===== src/rtl/sxf_pkg.sv =====
// sxf_pkg: request and response payload types, request codes and
// controller-to-datapath command struct for the sprite frame buffer
// no dependencies
package sxf_pkg;

  localparam logic [1:0] REQ_CLEAR = 2'd0;
  localparam logic [1:0] REQ_DRAW  = 2'd1;
  localparam logic [1:0] REQ_READ  = 2'd2;

  localparam int OUT_COLUMNS  = 64;
  localparam int SPRITE_WIDTH = 8;

  typedef struct packed {
    logic [1:0] req_type;
    logic [7:0] x_pos;
    logic [7:0] y_pos;
    logic [3:0] row_index;
    logic [7:0] sprite_byte;
    logic       last_row;
  } req_t;

  typedef struct packed {
    logic        collision;
    logic        sprite_done;
    logic [63:0] row_pixels;
  } rsp_t;

  typedef struct packed {
    logic load;
    logic commit;
  } cmd_t;

endpackage


===== src/rtl/sxf_ram.sv =====
// sxf_ram: generic single-write, single-read memory with registered read
// no dependencies
module sxf_ram #(
  parameter int WIDTH = 64,
  parameter int DEPTH = 32
) (
  input  logic                     clk,
  input  logic                     we,
  input  logic [$clog2(DEPTH)-1:0] wr_addr,
  input  logic [WIDTH-1:0]         wr_data,
  input  logic                     rd_en,
  input  logic [$clog2(DEPTH)-1:0] rd_addr,
  output logic [WIDTH-1:0]         rd_data
);

  logic [WIDTH-1:0] mem [DEPTH];

  always_ff @(posedge clk) begin
    if (we) begin
      mem[wr_addr] <= wr_data;
    end
    if (rd_en) begin
      rd_data <= mem[rd_addr];
    end
  end

endmodule


===== src/rtl/sxf_ctrl.sv =====
// sxf_ctrl: two-state controller, sequences request load and commit and
// owns the response valid flag; depends on sxf_pkg
module sxf_ctrl (
  input  logic          clk,
  input  logic          rst,
  input  logic          req_valid,
  output logic          req_ready,
  output logic          rsp_valid,
  input  logic          rsp_ready,
  output sxf_pkg::cmd_t cmd
);

  localparam logic ST_IDLE = 1'b0;
  localparam logic ST_EXEC = 1'b1;

  logic state;
  logic state_next;
  logic rsp_valid_next;

  assign req_ready  = (state == ST_IDLE);
  assign cmd.load   = req_valid && req_ready;
  assign cmd.commit = (state == ST_EXEC) && (!rsp_valid || rsp_ready);

  always_comb begin
    state_next = state;
    case (state)
      ST_IDLE: begin
        if (cmd.load) begin
          state_next = ST_EXEC;
        end
      end
      ST_EXEC: begin
        if (cmd.commit) begin
          state_next = ST_IDLE;
        end
      end
      default: state_next = ST_IDLE;
    endcase
  end

  always_comb begin
    rsp_valid_next = rsp_valid;
    if (cmd.commit) begin
      rsp_valid_next = 1'b1;
    end else if (rsp_ready) begin
      rsp_valid_next = 1'b0;
    end
  end

  always_ff @(posedge clk) begin
    if (rst) begin
      state     <= ST_IDLE;
      rsp_valid <= 1'b0;
    end else begin
      state     <= state_next;
      rsp_valid <= rsp_valid_next;
    end
  end

endmodule


===== src/rtl/sxf_datapath.sv =====
// sxf_datapath: coordinate wrap, row read-modify-write with xor and
// collision, row valid bits and response register; depends on sxf_pkg, sxf_ram
module sxf_datapath #(
  parameter int SCREEN_COLUMNS = 64,
  parameter int SCREEN_ROWS    = 32
) (
  input  logic          clk,
  input  logic          rst,
  input  sxf_pkg::cmd_t cmd,
  input  sxf_pkg::req_t req,
  output sxf_pkg::rsp_t rsp
);

  localparam int CW = SCREEN_COLUMNS;
  localparam int AW = $clog2(SCREEN_ROWS);
  localparam int XW = $clog2(SCREEN_COLUMNS);
  localparam logic [8:0] COLS9 = 9'(SCREEN_COLUMNS);
  localparam logic [8:0] ROWS9 = 9'(SCREEN_ROWS);

  function automatic logic [7:0] wrap(input logic [7:0] v, input logic [8:0] m);
    logic [8:0] r;
    r = {1'b0, v};
    for (int i = 0; i < 8; i++) begin
      if (r >= m) begin
        r = r - m;
      end
    end
    return r[7:0];
  endfunction

  logic [7:0]    x_wrap;
  logic [7:0]    y_wrap;
  logic [8:0]    row_sum;
  logic [AW-1:0] rd_addr;

  logic [1:0]    req_type;
  logic          last_row;
  logic [7:0]    sprite_byte;
  logic [XW-1:0] col0;
  logic [AW-1:0] row_addr;
  logic          row_ok;

  logic [SCREEN_ROWS-1:0] row_valid;
  logic                   collision_pending;

  logic [CW-1:0] ram_rd_data;
  logic [CW-1:0] row_cur;
  logic [CW-1:0] mask;
  logic [CW-1:0] row_new;
  logic          hit;
  logic          is_draw;
  logic          ram_we;
  logic          coll_now;

  assign x_wrap  = wrap(req.x_pos, COLS9);
  assign y_wrap  = wrap(req.y_pos, ROWS9);
  assign row_sum = {1'b0, y_wrap} + {5'd0, req.row_index};

  always_comb begin
    if (req.req_type == sxf_pkg::REQ_DRAW) begin
      rd_addr = row_sum[AW-1:0];
    end else begin
      rd_addr = y_wrap[AW-1:0];
    end
  end

  always_ff @(posedge clk) begin
    if (cmd.load) begin
      req_type    <= req.req_type;
      last_row    <= req.last_row;
      sprite_byte <= req.sprite_byte;
      col0        <= x_wrap[XW-1:0];
      row_addr    <= rd_addr;
      row_ok      <= (row_sum < ROWS9);
    end
  end

  sxf_ram #(
    .WIDTH(CW),
    .DEPTH(SCREEN_ROWS)
  ) u_ram (
    .clk    (clk),
    .we     (ram_we),
    .wr_addr(row_addr),
    .wr_data(row_new),
    .rd_en  (cmd.load),
    .rd_addr(rd_addr),
    .rd_data(ram_rd_data)
  );

  // rows never written since reset or clear read as all off
  assign row_cur  = row_valid[row_addr] ? ram_rd_data : '0;
  assign is_draw  = (req_type == sxf_pkg::REQ_DRAW);
  assign mask     = row_ok ? ({sprite_byte, {(CW - sxf_pkg::SPRITE_WIDTH){1'b0}}} >> col0)
                           : '0;
  assign hit      = |(row_cur & mask);
  assign row_new  = row_cur ^ mask;
  assign ram_we   = cmd.commit && is_draw && row_ok;
  assign coll_now = collision_pending || hit;

  always_ff @(posedge clk) begin
    if (rst) begin
      row_valid         <= '0;
      collision_pending <= 1'b0;
    end else if (cmd.commit) begin
      if (req_type == sxf_pkg::REQ_CLEAR) begin
        row_valid         <= '0;
        collision_pending <= 1'b0;
      end else if (is_draw) begin
        collision_pending <= coll_now && !last_row;
        if (row_ok) begin
          row_valid[row_addr] <= 1'b1;
        end
      end
    end
  end

  always_ff @(posedge clk) begin
    if (cmd.commit) begin
      rsp.collision   <= is_draw && coll_now;
      rsp.sprite_done <= is_draw && last_row;
      if (req_type == sxf_pkg::REQ_READ) begin
        rsp.row_pixels <= row_cur[CW-1 -: sxf_pkg::OUT_COLUMNS];
      end else begin
        rsp.row_pixels <= '0;
      end
    end
  end

endmodule


===== src/rtl/sprite_xor_framebuffer.sv =====
// sprite_xor_framebuffer: top level of the monochrome sprite frame buffer
// depends on sxf_pkg, sxf_ctrl, sxf_datapath, sxf_ram
//
//   channel | handshake            | payload
//   --------+----------------------+----------------------
//   request | req_valid, req_ready | req (sxf_pkg::req_t)
//   result  | rsp_valid, rsp_ready | rsp (sxf_pkg::rsp_t)
//
// each request reads its row from the row memory when it is taken, then in its
// commit cycle modifies, writes back and loads the result register
// one result per request, in order; a waiting result holds the block in its
// commit cycle, while the next request can be taken as soon as it is committed
// clear and reset act at once through per-row valid bits, no clearing pass
module sprite_xor_framebuffer #(
  parameter int SCREEN_COLUMNS = 64,
  parameter int SCREEN_ROWS    = 32
) (
  input  logic          clk,
  input  logic          rst,
  input  logic          req_valid,
  output logic          req_ready,
  input  sxf_pkg::req_t req,
  output logic          rsp_valid,
  input  logic          rsp_ready,
  output sxf_pkg::rsp_t rsp
);

  sxf_pkg::cmd_t cmd;

  sxf_ctrl u_ctrl (
    .clk      (clk),
    .rst      (rst),
    .req_valid(req_valid),
    .req_ready(req_ready),
    .rsp_valid(rsp_valid),
    .rsp_ready(rsp_ready),
    .cmd      (cmd)
  );

  sxf_datapath #(
    .SCREEN_COLUMNS(SCREEN_COLUMNS),
    .SCREEN_ROWS   (SCREEN_ROWS)
  ) u_dp (
    .clk(clk),
    .rst(rst),
    .cmd(cmd),
    .req(req),
    .rsp(rsp)
  );

endmodule


===== config.mk =====
export PLATFORM = sky130hd
export DESIGN_NAME = sprite_xor_framebuffer
export DESIGN_NICKNAME = d
export VERILOG_FILES = /design/src/rtl/sxf_pkg.sv /design/src/rtl/sxf_ram.sv /design/src/rtl/sxf_ctrl.sv /design/src/rtl/sxf_datapath.sv /design/src/rtl/sprite_xor_framebuffer.sv
export SDC_FILE = /design/constraint.sdc
export NUM_CORES = 2
export LEC_CHECK = 0
export ABC_CLOCK_PERIOD_IN_PS = 6500
export BUFFER_PORTS_ARGS = -buffer_cell sky130_fd_sc_hd__buf_2
export CAP_MARGIN = 30
export CORE_MARGIN = 1
export CORE_UTILIZATION = 57
export DETAILED_ROUTE_END_ITERATION = 12
export PLACE_DENSITY = 0.76
export SLEW_MARGIN = 20
export SYNTH_ARGS = -nofsm -noshare
export SYNTH_HDL_FRONTEND = slang
export SYNTH_HIERARCHICAL = 1
export SYNTH_SLANG_ARGS = --single-unit

===== constraint.sdc =====
create_clock -name clk -period 6.5 [get_ports clk]
set_clock_uncertainty 0.2 [all_clocks]
set_input_delay 0.975 -clock clk [delete_from_list [all_inputs] [get_ports clk]]
set_output_delay 0.975 -clock clk [all_outputs]
set_load 0.01 [all_outputs]

==> results.cfg <==
[power_and_ir_drop]
power.ir.vdd_worst_uv = 294
sequentialPowerShare = 0.539
switchingPower_w = 0.00643
combinational_group_share_of_total_power = 0.069
power.static_leakage_nw = 31.6
power-per-cell-area_nw_per_um2 = 303
switching_share = 0.217
power.share.clock = 0.393
cell_internal_pwr_w = 0.0233

[detailed_routing]
drcViolationCount = 0
vias_per_cell = 6.81
ant_nets = 0
drt_pre_antenna_iters = 7
wl_per_cell_um = 34.8
routed-via-count = 42900
route.final.wire_length_um = 219000
initialDrtViolationCount = 6173

[synthesis]
post_synth_instance_area_um2 = 87200
synthesis.nets = 3956
ys_async_sr_fraction = 0
synth_ff_type = sky130_fd_sc_hd__edfxtp_1
synth.lib_cells_used.distinct = 72
synth_area_per_cell_um2 = 22.7
syn-instance-count = 3847
sequential_area_share_after_synthesis = 0.766
synth.yosys.warnings = 6
ffs_latches_synth = 2236
synth-edff-count = 2201

[floorplanning]
coreArea_um2 = 152000
design.portCount = 103
floorplan.initialDensity = 0.574
die_height_um = 393
floorplan.rows = 143
area_of_the_die_um2 = 155000
die_w_um = 393

[clocking]
clk_path_buf_depth = 3
htree_levels = 4
clkSlewWorstSetupHoldPaths_ns = 0.06
tritoncts = yes
library_cell_used_as_clock_root_buffer = sky130_fd_sc_hd__clkbuf_16
postCtsResizedCells = 0
cts.sink_count = 2236
clock_insertion_delay_worst_skew_ns = 0.86
post-cts-setup-buffers = 0
cts_inserted_buffers = 210
cts_hold_repair.buffers = 0

[setup_path]
setup.worst_path.class = reg -> reg
timing.critical_path.from_type = flip-flop
worstRegToRegCells = 13
required_time_of_the_critical_path_ns = 6.88
timing.critical_path.arrival_ns = 6.12
cp_max_fo = 12
worstSetupEndpointType = flip-flop

[timing]
finalHoldWorstSlack_ns = 0.120
rsz0062_at_grt = no
totalNegativeSetupSlack_ns = 0
timing.final.hold_violations = 0
slew_at_the_pin_with_the_worst_max_slew_slack_ns = 1.13
final.setup.worst_slack_ns = 0.757
slew_headroom = 0.247
max_clock_freq_mhz = 174
finalCritPeriodShare = 0.884
finalSetupViolations = 0
finalCriticalPeriod_ns = 5.74
final-max-slew-violation-count = 0

[finish]
area.growth.synth_to_final_pct = 12.2
sequential_cell_area_um2 = 66800
fill_cells = 9483
multiInputGateArea_um2 = 19800
fin_nets = 4204
finalCoreUtilization = 0.644
finalInstanceArea_um2 = 97900
layout-drive-gt1-share = 0.295

[placed_design]
numPortBuffers = 100
dpl.hpwl_um = 112000
dpl_worst_slack_ns = 0.824
placed_area_um2 = 91100
finalWeightedCongestion = 0.929

[global_routing]
grt_pass1_vias = 42700
globalRoute.totalOverflow = 0
grt_usage = 0.290
grt_start_max_net_pins = 129
wire_length_of_the_first_global_routing_pass_um = 310000
number_of_antenna_violations_at_the_first_check_in_global_routing = 7

[run]
maxCapViolCount = 0

[worst_hold_path]
hold_path_stages = 1
hold_path.class = in -> reg

[outcome]
run_status = completed
-- path summary, 6_finish.rpt --
path	slack, ns	from	end
setup reg to reg	0.76	u_dp/col0[1]	u_dp/rsp[65]
hold reg to reg	0.26	u_dp/row_valid[2]	u_dp/row_valid[2]
hold / removal	0.12	req[4]	u_dp/sprite_byte[3]
setup / recovery	0.76	u_dp/col0[1]	u_dp/rsp[65]
-- state kept, by name, indices dropped and copies added, names as in the netlist --
name	flops
u_dp/sprite_byte	8
u_dp/u_ram/rd_data	64
u_dp/collision_pending	1
u_dp/req_type	2
u_dp/rsp	66
u_dp/row_addr	5
u_dp/row_valid	32
u_ctrl/rsp_valid	1
u_dp/col0	6
u_ctrl/state	1
u_dp/row_ok	1
u_dp/last_row	1
u_dp/u_ram/mem	2048
-- metal layers --
metal | routed length [um] | GRT usage | vias to the layer above
li1 | - | - | 16800
met4 | 6130 | 0.0855 | 4
met1 | 81100 | 0.416 | 22600
met3 | 29400 | 0.0742 | 431
met5 | 29 | 0 | -
met2 | 103000 | 0.445 | 3061
-- cell usage after synthesis (all sizes together) (4+ instances only) --
cell | n | area share
nand3b | 7 | 0.00060
nor3 | 6 | 0.00034
nor2 | 143 | 0.0062
o21a | 4 | 0.00034
and2 | 72 | 0.0052
a221oi | 12 | 0.0012
mux2 | 80 | 0.010
o21ai | 26 | 0.0015
o211ai | 5 | 0.00043
nand2 | 34 | 0.0015
inv | 12 | 0.00052
nor2b | 12 | 0.00086
clkbuf | 88 | 0.0038
nand4 | 5 | 0.00036
dfxtp | 35 | 0.0080
a21oi | 44 | 0.0025
mux2i | 55 | 0.0063
nand3 | 12 | 0.00069
and3 | 71 | 0.0052
ha | 73 | 0.010
buf | 113 | 0.0069
nor3b | 10 | 0.00086
nor4 | 18 | 0.0014
nand2b | 8 | 0.00057
a22oi | 18 | 0.0015
edfxtp | 2201 | 0.76
a211oi | 4 | 0.00034
o22ai | 15 | 0.0011
mux4 | 610 | 0.16
nand4b | 4 | 0.00040
-- power by group through the flow --
stage | Combinational [W] | Clock, W | Sequential (W)
detailed placement | 0.00200 | 0 | 0.0163
floorplan | 0.00145 | 0 | 0.0162
finish | 0.00204 | 0.0117 | 0.0160
global route | 0.00214 | 0.0123 | 0.0160
global placement | 0.00196 | 0 | 0.0163
CTS | 0.00203 | 0.0118 | 0.0160
-- metrics by stage --
stage	total power [W]	cells
floorplan	0.0177	3847
global placement	0.0183	5892
detailed placement	0.0183	5896
CTS	0.0298	6279
global route	0.0304	6296
finish	0.0297	6299
-- placed cells by master (no fill, tap or decap), types with 15 or more instances in the layout --
master	n
sky130_fd_sc_hd__a21oi_1	44
sky130_fd_sc_hd__buf_4	71
sky130_fd_sc_hd__and2_1	70
sky130_fd_sc_hd__clkinv_2	38
sky130_fd_sc_hd__mux2_2	79
sky130_fd_sc_hd__buf_2	102
sky130_fd_sc_hd__and3_1	70
sky130_fd_sc_hd__dfxtp_1	35
sky130_fd_sc_hd__clkbuf_1	47
sky130_fd_sc_hd__nor2_1	111
sky130_fd_sc_hd__nand2_1	34
sky130_fd_sc_hd__clkinv_1	59
sky130_fd_sc_hd__mux4_2	610
sky130_fd_sc_hd__edfxtp_1	2201
sky130_fd_sc_hd__a22oi_1	18
sky130_fd_sc_hd__ha_1	73
sky130_fd_sc_hd__clkbuf_16	216
sky130_fd_sc_hd__o22ai_1	15
sky130_fd_sc_hd__nor2_4	32
sky130_fd_sc_hd__buf_12	50
sky130_fd_sc_hd__mux2i_1	55
sky130_fd_sc_hd__o21ai_0	20
sky130_fd_sc_hd__nor4_1	16
-- area by class of cell --
cell class	count	share of cell area
Antenna cell	3	0.0000767
Inverter	13	0.000499
Clock inverter	120	0.00890
Multi-Input combinational cell	1397	0.202
Tap cell	2030	0.0260
Timing Repair Buffer	237	0.0231
Clock buffer	263	0.0570
Sequential cell	2236	0.683
-- worst max-delay path: stages, from the launching register on --
cell,delay (ns)
sky130_fd_sc_hd__edfxtp_1,0.63
sky130_fd_sc_hd__mux2_2,0.40
sky130_fd_sc_hd__nand2_1,0.06
sky130_fd_sc_hd__o21ai_0,0.21
sky130_fd_sc_hd__mux2i_1,0.35
sky130_fd_sc_hd__nor2_1,0.08
sky130_fd_sc_hd__a21oi_1,0.76
sky130_fd_sc_hd__nor2_1,0.22
sky130_fd_sc_hd__ha_1,0.25
sky130_fd_sc_hd__nor4_1,0.67
sky130_fd_sc_hd__nand4_1,0.43
sky130_fd_sc_hd__nor4_1,0.56
sky130_fd_sc_hd__nand4_1,0.39
sky130_fd_sc_hd__nor3b_1,0.26
-- kinds of logic after synthesis --
logic type	after synthesis	share of synthesized area
flops	2236	0.766
fa+ha+maj	75	0.0108
simple gates	418	0.0256
mux	745	0.174
xor+xnor	5	0.000502
buf+inv	214	0.0112
compound gates	154	0.0118
(Power assumes the default switching activity.)
